**src/rtl/core/tti_pkg.sv**
```systemverilog
// ----------------------------------------------------------------------------
// Trilinear table interpolator package
// Shared sizes, types and arithmetic helpers.
// ----------------------------------------------------------------------------
package tti_pkg;

  localparam int unsigned TableSide  = 32;
  localparam int unsigned TableEdge  = TableSide + 1;
  localparam int unsigned TableDepth = TableEdge * TableEdge * TableEdge;
  localparam int unsigned IdxW       = $clog2(TableSide);
  localparam int unsigned BankIdxW   = $clog2((TableEdge + 1) / 2);
  localparam int unsigned BankDepth  = ((TableEdge + 1) / 2) ** 3;
  localparam int unsigned BankAddrW  = $clog2(BankDepth);
  localparam int unsigned NumTables  = 4;
  localparam int unsigned CoordLimit = TableEdge << 16;
  localparam logic [31:0] ScaleReset = 32'h0040_0000;

  // Division of a 16-bit value by TableEdge as a multiply and a shift.
  localparam int unsigned RecipShift = 16 + $clog2(TableEdge);
  localparam int unsigned RecipMult  = ((1 << RecipShift) + TableEdge - 1) / TableEdge;

  typedef enum logic {
    CMD_WRITE = 1'b0,
    CMD_QUERY = 1'b1
  } cmd_e;

  typedef logic signed [31:0] word_t;
  typedef logic signed [49:0] acc_t;

  typedef struct packed {
    logic [IdxW-1:0] idx;
    logic [17:0]     wt;
  } axis_t;

  typedef struct packed {
    logic  command;
    logic [15:0] entry_index;
    word_t force_x_entry;
    word_t force_y_entry;
    word_t force_z_entry;
    word_t potential_entry;
    word_t offset_x;
    word_t offset_y;
    word_t offset_z;
  } in_word_t;

  typedef struct packed {
    word_t corr_force_x;
    word_t corr_force_y;
    word_t corr_force_z;
    word_t corr_potential;
  } out_word_t;

  // Divide by 2^16 rounding half toward plus infinity.
  function automatic acc_t rnd16(input logic signed [67:0] x);
    logic signed [67:0] t;
    t = x + 68'sd32768;
    return acc_t'(t >>> 16);
  endfunction

  function automatic word_t sat32(input acc_t x);
    if (x > acc_t'(64'sd2147483647)) begin
      return 32'sh7FFF_FFFF;
    end else if (x < -acc_t'(64'sd2147483648)) begin
      return 32'sh8000_0000;
    end
    return word_t'(x);
  endfunction

endpackage

```
**src/rtl/core/tti_lerp.sv**
```systemverilog
// ----------------------------------------------------------------------------
// Trilinear table interpolator blend step
// Registered linear step a + rnd((b - a) * t) for one lane.
// ----------------------------------------------------------------------------
module tti_lerp (
  input  logic              clk_i,
  input  logic              en_i,
  input  tti_pkg::acc_t     a_i,
  input  tti_pkg::acc_t     b_i,
  input  logic [17:0]       t_i,
  output tti_pkg::acc_t     y_o
);
  import tti_pkg::*;

  acc_t y_q;

  always_ff @(posedge clk_i) begin
    if (en_i) begin
      y_q <= a_i + rnd16(68'(b_i - a_i) * $signed({1'b0, t_i}));
    end
  end

  assign y_o = y_q;

endmodule

```
**config.mk**
```make
export PLATFORM = sky130hd
export DESIGN_NAME = tti_lerp
export DESIGN_NICKNAME = d
export VERILOG_FILES = /design/src/rtl/core/tti_pkg.sv /design/src/rtl/core/tti_lerp.sv
export SDC_FILE = /design/constraint.sdc
export NUM_CORES = 2
export LEC_CHECK = 0
export ABC_AREA = 1
export BUFFER_PORTS_ARGS = -buffer_cell sky130_fd_sc_hd__buf_4
export CAP_MARGIN = 20
export CELL_PAD_IN_SITES_DETAIL_PLACEMENT = 1
export CELL_PAD_IN_SITES_GLOBAL_PLACEMENT = 1
export CORE_MARGIN = 2
export CORE_UTILIZATION = 53
export DETAILED_ROUTE_END_ITERATION = 10
export GPL_ROUTABILITY_DRIVEN = 0
export PLACE_DENSITY_LB_ADDON = 0.05
export SYNTH_ARGS = -nofsm -noshare
export SYNTH_HDL_FRONTEND = slang
export SYNTH_SLANG_ARGS = --single-unit
```
**constraint.sdc**
```tcl
create_clock -name clk_i -period 13.6 [get_ports clk_i]
set_input_delay 0.68 -clock clk_i [delete_from_list [all_inputs] [get_ports clk_i]]
set_output_delay 0.68 -clock clk_i [all_outputs]
set_load 0.01 [all_outputs]
```
==> qor.csv <==
stage;metric;value;unit
drt;wire_per_inst;24.6;µm
clock_network;cts_setup_buffers;0;
synthesis;synth_cells;4812;
floorplanning;design.die.area;0.0733;mm²
flow_run;maxCapViolCount;0;
floorplanning;coreArea;0.0703;mm²
critical_path;crit_family;adder cells;
critical_path;path_max_fanout;11;
min_path;hp-start;a_i[0];
global_routing;grt_pass1_wl;221000;µm
clock_network;h-tree-depth;2;
synthesis;synth_sequential_area_ratio;0.0398;
sta;period_share;0.912;
drt;dr.pass1.iters;5;
synthesis;avgSynthCellArea;7.84;µm²
cells_and_area;nFillCells;8817;
critical_path;critPathSlowestCell;fa_1;
clock_network;clockRootBuffer;clkbuf_16;
synthesis;syn_nets;6077;
global_routing;grt_usage;0.402;
cells_and_area;antenna_cells;0;
clock_network;cts_buffers;5;
clock_network;cts_sinks;50;
cells_and_area;fin_nets;6166;
sta;rsz0062_at_grt;false;
sta;worstMarginPinSlew;1.11;ns
global_routing;grt-ovfl-total;0;
synthesis;synthArstFlopShare;0;
sta;slew_viol_final;0;
critical_path;worstSetupPathType;in -> reg;
min_path;holdPathEnd;y_o[0];
critical_path;max_stage_delay;0.58;ns
cells_and_area;drive_above_1_share;0.0679;
placement;port_buffers;169;
min_path;hold_depth;2;
cells_and_area;syn2layout_area_growth;6.48;%
drt;drc;0;
min_path;holdCritPathClass;in -> reg;
clock_network;tritoncts;built;
drt;vias;33300;
drt;drtIter0Drc;2360;
global_routing;grt_pass1_vias;37600;
critical_path;end_kind;flip-flop;
synthesis;synth_edf_count;50;
clock_network;clk_path_buf_depth;2;
cells_and_area;mostFrequentLayoutCells;1,173 x inv_1, 834 x fa_1, 759 x nand2_1;
critical_path;arrival;12.47;ns
drt;drtAntennaViolNets;0;
sta;hold_viol;0;
sta;holdWs;0.681;ns
critical_path;start_kind;primary input;
sta;relSlewSlack;0.262;
cells_and_area;multi_input_area;0.0312;mm²
floorplanning;fp.dieH;271;µm
clock_network;holdBufCountCts;0;
synthesis;ys_seq_elements;50;
placement;dp_hpwl;122000;µm
synthesis;yosys_warnings;0;
cells_and_area;largest_register_ffs;50;
critical_path;crit_buf_inv;4;
sta;fin_tns_setup;0;ns
sta;fin_crit;12.40;ns
run_status;outcome;complete, no violations;
drt;wl;144000;µm
cells_and_area;regArea;0.00150;mm²
critical_path;cp.required;13.67;ns
sta;max_freq;0.0806;GHz
clock_network;post_cts_resized;0;
global_routing;grt_max_degree;51;
floorplanning;initial_core_util;0.537;
cells_and_area;final_common_cell;inv_1;
sta;setup_viol;0;
synthesis;synth_ff_type;edfxtp_1;
drt;via_per_inst;5.69;
floorplanning;die_w;271;µm
clock_network;clkTransAtPathRegs;0.08;ns
synthesis;netlist_area;0.0377;mm²
floorplanning;fp-row-count;97;
global_routing;antenna_found_initial;0;
synthesis;synth_cell_types;56;
floorplanning;pin_count;170;
[cells in the mapped netlist, types with 10 or more instances]
cell type | number | area share
or2_2 | 47 | 0.0078
nor4_1 | 10 | 0.0017
nand3_1 | 78 | 0.010
fa_1 | 834 | 0.44
a31oi_1 | 38 | 0.0063
inv_2 | 10 | 0.00099
xnor2_1 | 55 | 0.013
o21bai_1 | 19 | 0.0038
nand2_1 | 759 | 0.076
nor2_1 | 747 | 0.074
xor2_1 | 79 | 0.018
nand4_1 | 11 | 0.0018
a21o_1 | 13 | 0.0026
clkbuf_1 | 117 | 0.012
edfxtp_1 | 50 | 0.040
ha_1 | 311 | 0.10
nand2_2 | 12 | 0.0020
inv_1 | 1174 | 0.12
nor2_2 | 12 | 0.0020
a21oi_1 | 212 | 0.028
nor3_1 | 20 | 0.0027
buf_2 | 12 | 0.0016
o21ai_0 | 99 | 0.013
[per-stage QoR]
stage / worst slack, ns / instances / utilization / instance area, µm²
2_1_floorplan: 4.04 / 4812 / - / 37700
4_1_cts: 1.58 / 5839 / 0.571 / 40100
3_5_place_dp: 1.28 / 5832 / 0.569 / 40000
5_1_grt: 0.834 / 5841 / 0.572 / 40200
3_3_place_gp: 0.968 / 5831 / 0.569 / 40000
6_report: 1.20 / 5841 / 0.572 / 40200
[routing by layer]
layer | global-route usage | wire length (µm)
met1 | 0.481 | 53500
met5 | 0 | 0
met2 | 0.673 | 68500
met4 | 0.254 | 10900
met3 | 0.0689 | 10900
[layout make-up]
class | count | area share
well taps | 940 | 0.0293
clock buffers | 5 | 0.00311
flip-flops and latches | 50 | 0.0374
multi-input cells | 3431 | 0.776
clock inverters | 2 | 0.000436
inverters | 1193 | 0.111
repair buffers | 220 | 0.0419
[cell families (layout without fill, tap and decap cells)]
kind of cell / after synthesis / after routing / synth area share
fa+ha+maj: 1145 / 1145 / 0.546
xor+xnor: 139 / 139 / 0.0336
simple gates: 1712 / 1712 / 0.181
flops: 50 / 50 / 0.0398
compound gates: 435 / 435 / 0.0659
buf+inv: 1331 / 1420 / 0.134
[how the worst max path moves through the flow]
stage	startpoint	end	slack (ns)	cells after the start
finish	a_i[4]	y_o[35]	1.20	42
global route	a_i[2]	y_o[39]	0.83	44
detailed placement	a_i[2]	y_o[35]	1.28	44
CTS	a_i[3]	y_o[35]	1.58	44
global placement	a_i[0]	y_o[35]	0.97	39
floorplan	b_i[0]	y_o[42]	4.04	42
Power is left out: the tool's default activity adds up to more than one toggle a clock period on the data nets, which glitch-free logic cannot reach.
