<file path="src/rtl/core/tti_pkg.sv">
// ----------------------------------------------------------------------------
// Trilinear table interpolator package
// Shared sizes, types and arithmetic helpers.
// ----------------------------------------------------------------------------
package tti_pkg;

  localparam int unsigned TableSide  = 32;
  localparam int unsigned TableEdge  = TableSide + 1;
  localparam int unsigned TableDepth = TableEdge * TableEdge * TableEdge;
  localparam int unsigned IdxW       = $clog2(TableSide);
  localparam int unsigned BankIdxW   = $clog2((TableEdge + 1) / 2);
  localparam int unsigned BankDepth  = ((TableEdge + 1) / 2) ** 3;
  localparam int unsigned BankAddrW  = $clog2(BankDepth);
  localparam int unsigned NumTables  = 4;
  localparam int unsigned CoordLimit = TableEdge << 16;
  localparam logic [31:0] ScaleReset = 32'h0040_0000;

  // Division of a 16-bit value by TableEdge as a multiply and a shift.
  localparam int unsigned RecipShift = 16 + $clog2(TableEdge);
  localparam int unsigned RecipMult  = ((1 << RecipShift) + TableEdge - 1) / TableEdge;

  typedef enum logic {
    CMD_WRITE = 1'b0,
    CMD_QUERY = 1'b1
  } cmd_e;

  typedef logic signed [31:0] word_t;
  typedef logic signed [49:0] acc_t;

  typedef struct packed {
    logic [IdxW-1:0] idx;
    logic [17:0]     wt;
  } axis_t;

  typedef struct packed {
    logic  command;
    logic [15:0] entry_index;
    word_t force_x_entry;
    word_t force_y_entry;
    word_t force_z_entry;
    word_t potential_entry;
    word_t offset_x;
    word_t offset_y;
    word_t offset_z;
  } in_word_t;

  typedef struct packed {
    word_t corr_force_x;
    word_t corr_force_y;
    word_t corr_force_z;
    word_t corr_potential;
  } out_word_t;

  // Divide by 2^16 rounding half toward plus infinity.
  function automatic acc_t rnd16(input logic signed [67:0] x);
    logic signed [67:0] t;
    t = x + 68'sd32768;
    return acc_t'(t >>> 16);
  endfunction

  function automatic word_t sat32(input acc_t x);
    if (x > acc_t'(64'sd2147483647)) begin
      return 32'sh7FFF_FFFF;
    end else if (x < -acc_t'(64'sd2147483648)) begin
      return 32'sh8000_0000;
    end
    return word_t'(x);
  endfunction

endpackage

</file>
<file path="src/rtl/core/tti_axis_map.sv">
// ----------------------------------------------------------------------------
// Trilinear table interpolator axis mapper
// Two-stage offset to index and weight conversion for one axis.
// ----------------------------------------------------------------------------
module tti_axis_map (
  input  logic            clk_i,
  input  logic            en_i,
  input  tti_pkg::word_t  offset_i,
  input  logic [31:0]     scale_i,
  output tti_pkg::axis_t  axis_o,
  output logic            neg_o
);
  import tti_pkg::*;

  logic [63:0] prod_q;
  logic        neg_q;
  logic [31:0] mag;
  logic [47:0] coord;
  logic [47:0] idx_full;
  axis_t       axis_d;
  axis_t       axis_q;
  logic        neg2_q;

  assign mag = offset_i[31] ? (~offset_i + 32'd1) : offset_i;

  always_ff @(posedge clk_i) begin
    if (en_i) begin
      prod_q <= mag * scale_i;
      neg_q  <= offset_i[31];
      axis_q <= axis_d;
      neg2_q <= neg_q;
    end
  end

  always_comb begin
    coord = prod_q[63:16];
    if (coord > 48'(CoordLimit)) begin
      coord = 48'(CoordLimit);
    end
    idx_full = coord >> 16;
    if (idx_full >= 48'(TableSide)) begin
      idx_full = 48'(TableSide - 1);
    end
    axis_d.idx = idx_full[IdxW-1:0];
    axis_d.wt  = 18'(coord - (idx_full << 16));
  end

  assign axis_o = axis_q;
  assign neg_o  = neg2_q;

endmodule

</file>
<file path="config.mk">
export PLATFORM = sky130hd
export DESIGN_NAME = tti_axis_map
export DESIGN_NICKNAME = d
export VERILOG_FILES = /design/src/rtl/core/tti_pkg.sv /design/src/rtl/core/tti_axis_map.sv
export SDC_FILE = /design/constraint.sdc
export NUM_CORES = 2
export LEC_CHECK = 0
export ABC_AREA = 1
export BUFFER_PORTS_ARGS = -buffer_cell sky130_fd_sc_hd__buf_2
export CAP_MARGIN = 15
export CORE_MARGIN = 2
export CORE_UTILIZATION = 50
export CTS_BUF_LIST = sky130_fd_sc_hd__clkbuf_8
export DETAILED_ROUTE_END_ITERATION = 16
export PLACE_DENSITY = 0.72
export SYNTH_ARGS = -nofsm -noshare
export SYNTH_HDL_FRONTEND = slang
export SYNTH_SLANG_ARGS = --single-unit
export TNS_END_PERCENT = 10
</file>
<file path="constraint.sdc">
create_clock -name clk_i -period 17.73 [get_ports clk_i]
set_input_delay 0.8865 -clock clk_i [delete_from_list [all_inputs] [get_ports clk_i]]
set_output_delay 0.8865 -clock clk_i [all_outputs]
set_load 0.005 [all_outputs]
</file>
==> results.cfg <==
[sta]
period_share_pct = 57.4
skew_ns = 0.0223
period_needed_ns = 10.19
relSlewSlack_pct = 17.9
worst_pin_slew_ns = 1.23
setup-tns-final_ns = 0
maxSlewViolCount = 0
worst_hold_slack_ns = 0.454
hold_viol_final = 0
clock.fmax_ghz = 0.0982
setup_viol = 0
rsz0062_at_grt = false

[clock_network]
post_cts_buffers = 0
insertion_delay_ns = 0.40
clock_sinks = 73
htreeDepth = 3
cts_buffers = 9
postCtsHoldBufs = 0
ctsResizeCount = 0
clockBufferDepth = 2
cts_tree = done
clock_tree.root_cell = clkbuf_8
path_clk_slew_ns = 0.10

[yosys]
syn-cell-area_um2 = 37500
syn-num-nets = 5886
synth_seq_area_share_pct = 5.85
ys_seq_elements = 73
ys_types = 45
async_flop_share_pct = 0
yosys_warnings = 0
synthCells = 4664
synth_ff_type = edfxtp_1
synth_edf_count = 73
avgSynthCellArea_um2 = 8.04

[hold_path]
worstHoldStart = neg_q
hp-class = reg2reg
holdPathStages = 0
whs_endpoint = neg_o

[cells_and_area]
fillerInstances = 7058
layout_commonest_cell = inv_1
syn_to_final_growth_pct = 3.36
seqCellArea_um2 = 2190
final_cell_mix = 1157 x inv_1, 902 x nand2_1, 895 x fa_1, 646 x nor2_1, 261 x ha_1
utilization_pct = 52.1
multiInputGateArea_um2 = 30000
fin_nets = 5829
drive_gt1_share_pct = 4.62

[floorplan]
die_y_um = 278
initial_core_util_pct = 50.4
coreArea_um2 = 74300
die-width_um = 278
num_rows = 100
io_pins = 90
die_area_um2 = 77200

[detailed_routing]
wl_per_cell_um = 23.2
via_per_inst = 5.63
routed_wl_um = 129000
drc_errors = 0
postRouteAntennaNets = 0
dr.pass1.iters = 6
drtIter0Drc = 3107
via_count = 31400

[critical_path]
cp-start-kind = input pin
reg2reg_to = axis_o[16]
worst-setup-path-type = in2reg
cp.arrival_ns = 10.29
slowest_delay_ns = 0.71
required_ns = 17.84
ff2ff_setup_slack_ns = 15.53
path_max_fanout = 33
reg2reg_depth = 7
endpoint_kind = register
r2r_start = prod_q[61]
cp_slowest_cell = inv_1

[global_route]
antenna_found_initial = 3
grt_pass1_vias = 33300
grtUsageTotal_pct = 34.6
grt_pass1_wl_um = 199000
globalRoute.totalOverflow = 0
grt_max_degree = 74

[run]
maxCapViolations = 0

[outcome]
outcome = finished clean

[placement]
io_buffers = 89
dp_hpwl_um = 104000
finalWeightedCongestion = 1.07
state kept, by name, summed over array words and instances, names as in the netlist:
register	flops
neg_o	1
axis_o	23
neg_q	1
prod_q	48
per-layer routing:
metal  wire length [um]  global-route usage (%)  up-vias  part of all wire (%)
met5                 23                       0        -                 0.018
li1                   -                       -    13300                     -
met1              46900                    43.0    15500                    36
met2              57000                    53.7     1998                    44
met3              16600                    11.4      533                    13
met4               8960                    18.8        4                   6.9
metrics by stage:
| step | setup WS, ns | std cells | area, um2 |
|---|---|---|---|
| 6_report | 7.54 | 5582 | 38800 |
| 5_1_grt | 7.16 | 5580 | 38700 |
| 4_1_cts | 7.74 | 5579 | 38700 |
| 3_5_place_dp | 7.38 | 5564 | 38500 |
| 3_3_place_gp | 7.33 | 5564 | 38500 |
| 2_1_floorplan | 9.71 | 4664 | 37500 |
kinds of logic (layout without fill, tap and decap cells):
| family | Yosys count | after routing | share of synthesized area [%] |
|---|---|---|---|
| buffers and inverters | 1374 | 1321 | 14.2 |
| adder cells (fa/ha/maj) | 1156 | 1156 | 56.5 |
| AO/OA/AOI/OAI | 270 | 270 | 3.80 |
| flip-flops | 73 | 73 | 5.85 |
| other | 0 | 2 | 0 |
| XOR/XNOR | 31 | 31 | 0.724 |
| AND/OR/NAND/NOR | 1760 | 1760 | 18.9 |
final cells by class:
type	instances	share of cell area, %
antenna	2	0.0129
inverter	1180	11.4
clock inverter	6	0.178
tap	969	3.13
multi-input combinational	3217	77.4
clock buffer	9	0.320
timing repair buffer	126	1.89
sequential	73	5.66
cell usage after synthesis, drive strengths merged, types with 2 or more instances:
cell,instances,area share [%]
xor2,27,0.63
buf,64,1.1
and2,2,0.033
and3,2,0.033
o21bai,7,0.14
a211o,2,0.047
clkinv,12,0.12
nand4,12,0.20
nor2,663,6.9
inv,1168,12
a21o,4,0.080
clkbuf,130,1.3
edfxtp,73,5.8
o21ai,52,0.72
o21a,2,0.040
or3,2,0.033
xnor2,4,0.093
a21boi,2,0.040
nor3,14,0.23
ha,261,8.7
nand3b,6,0.12
or2,6,0.10
a21oi,199,2.7
nor4,3,0.090
nand3,121,1.7
nand2,929,9.5
fa,895,48
critical path: cells and delay by family:
kind | cells | cell delay (ns)
and+or+nand+nor | 17 | 2.98
buffers and inverters | 12 | 1.74
adders and majority gates | 10 | 4.62
worst max path at each step:
| stage | start | endpoint | cells after the start |
|---|---|---|---|
| finish | offset_i[0] | prod_q[42] | 39 |
| CTS | offset_i[0] | prod_q[42] | 39 |
| global route | offset_i[0] | prod_q[42] | 39 |
| detailed placement | offset_i[0] | prod_q[42] | 39 |
| floorplan | offset_i[0] | prod_q[56] | 33 |
| global placement | offset_i[0] | prod_q[31] | 37 |
Power is not shown: default switching activity piles up to over one toggle a cycle in this logic, so the estimate is an artifact.
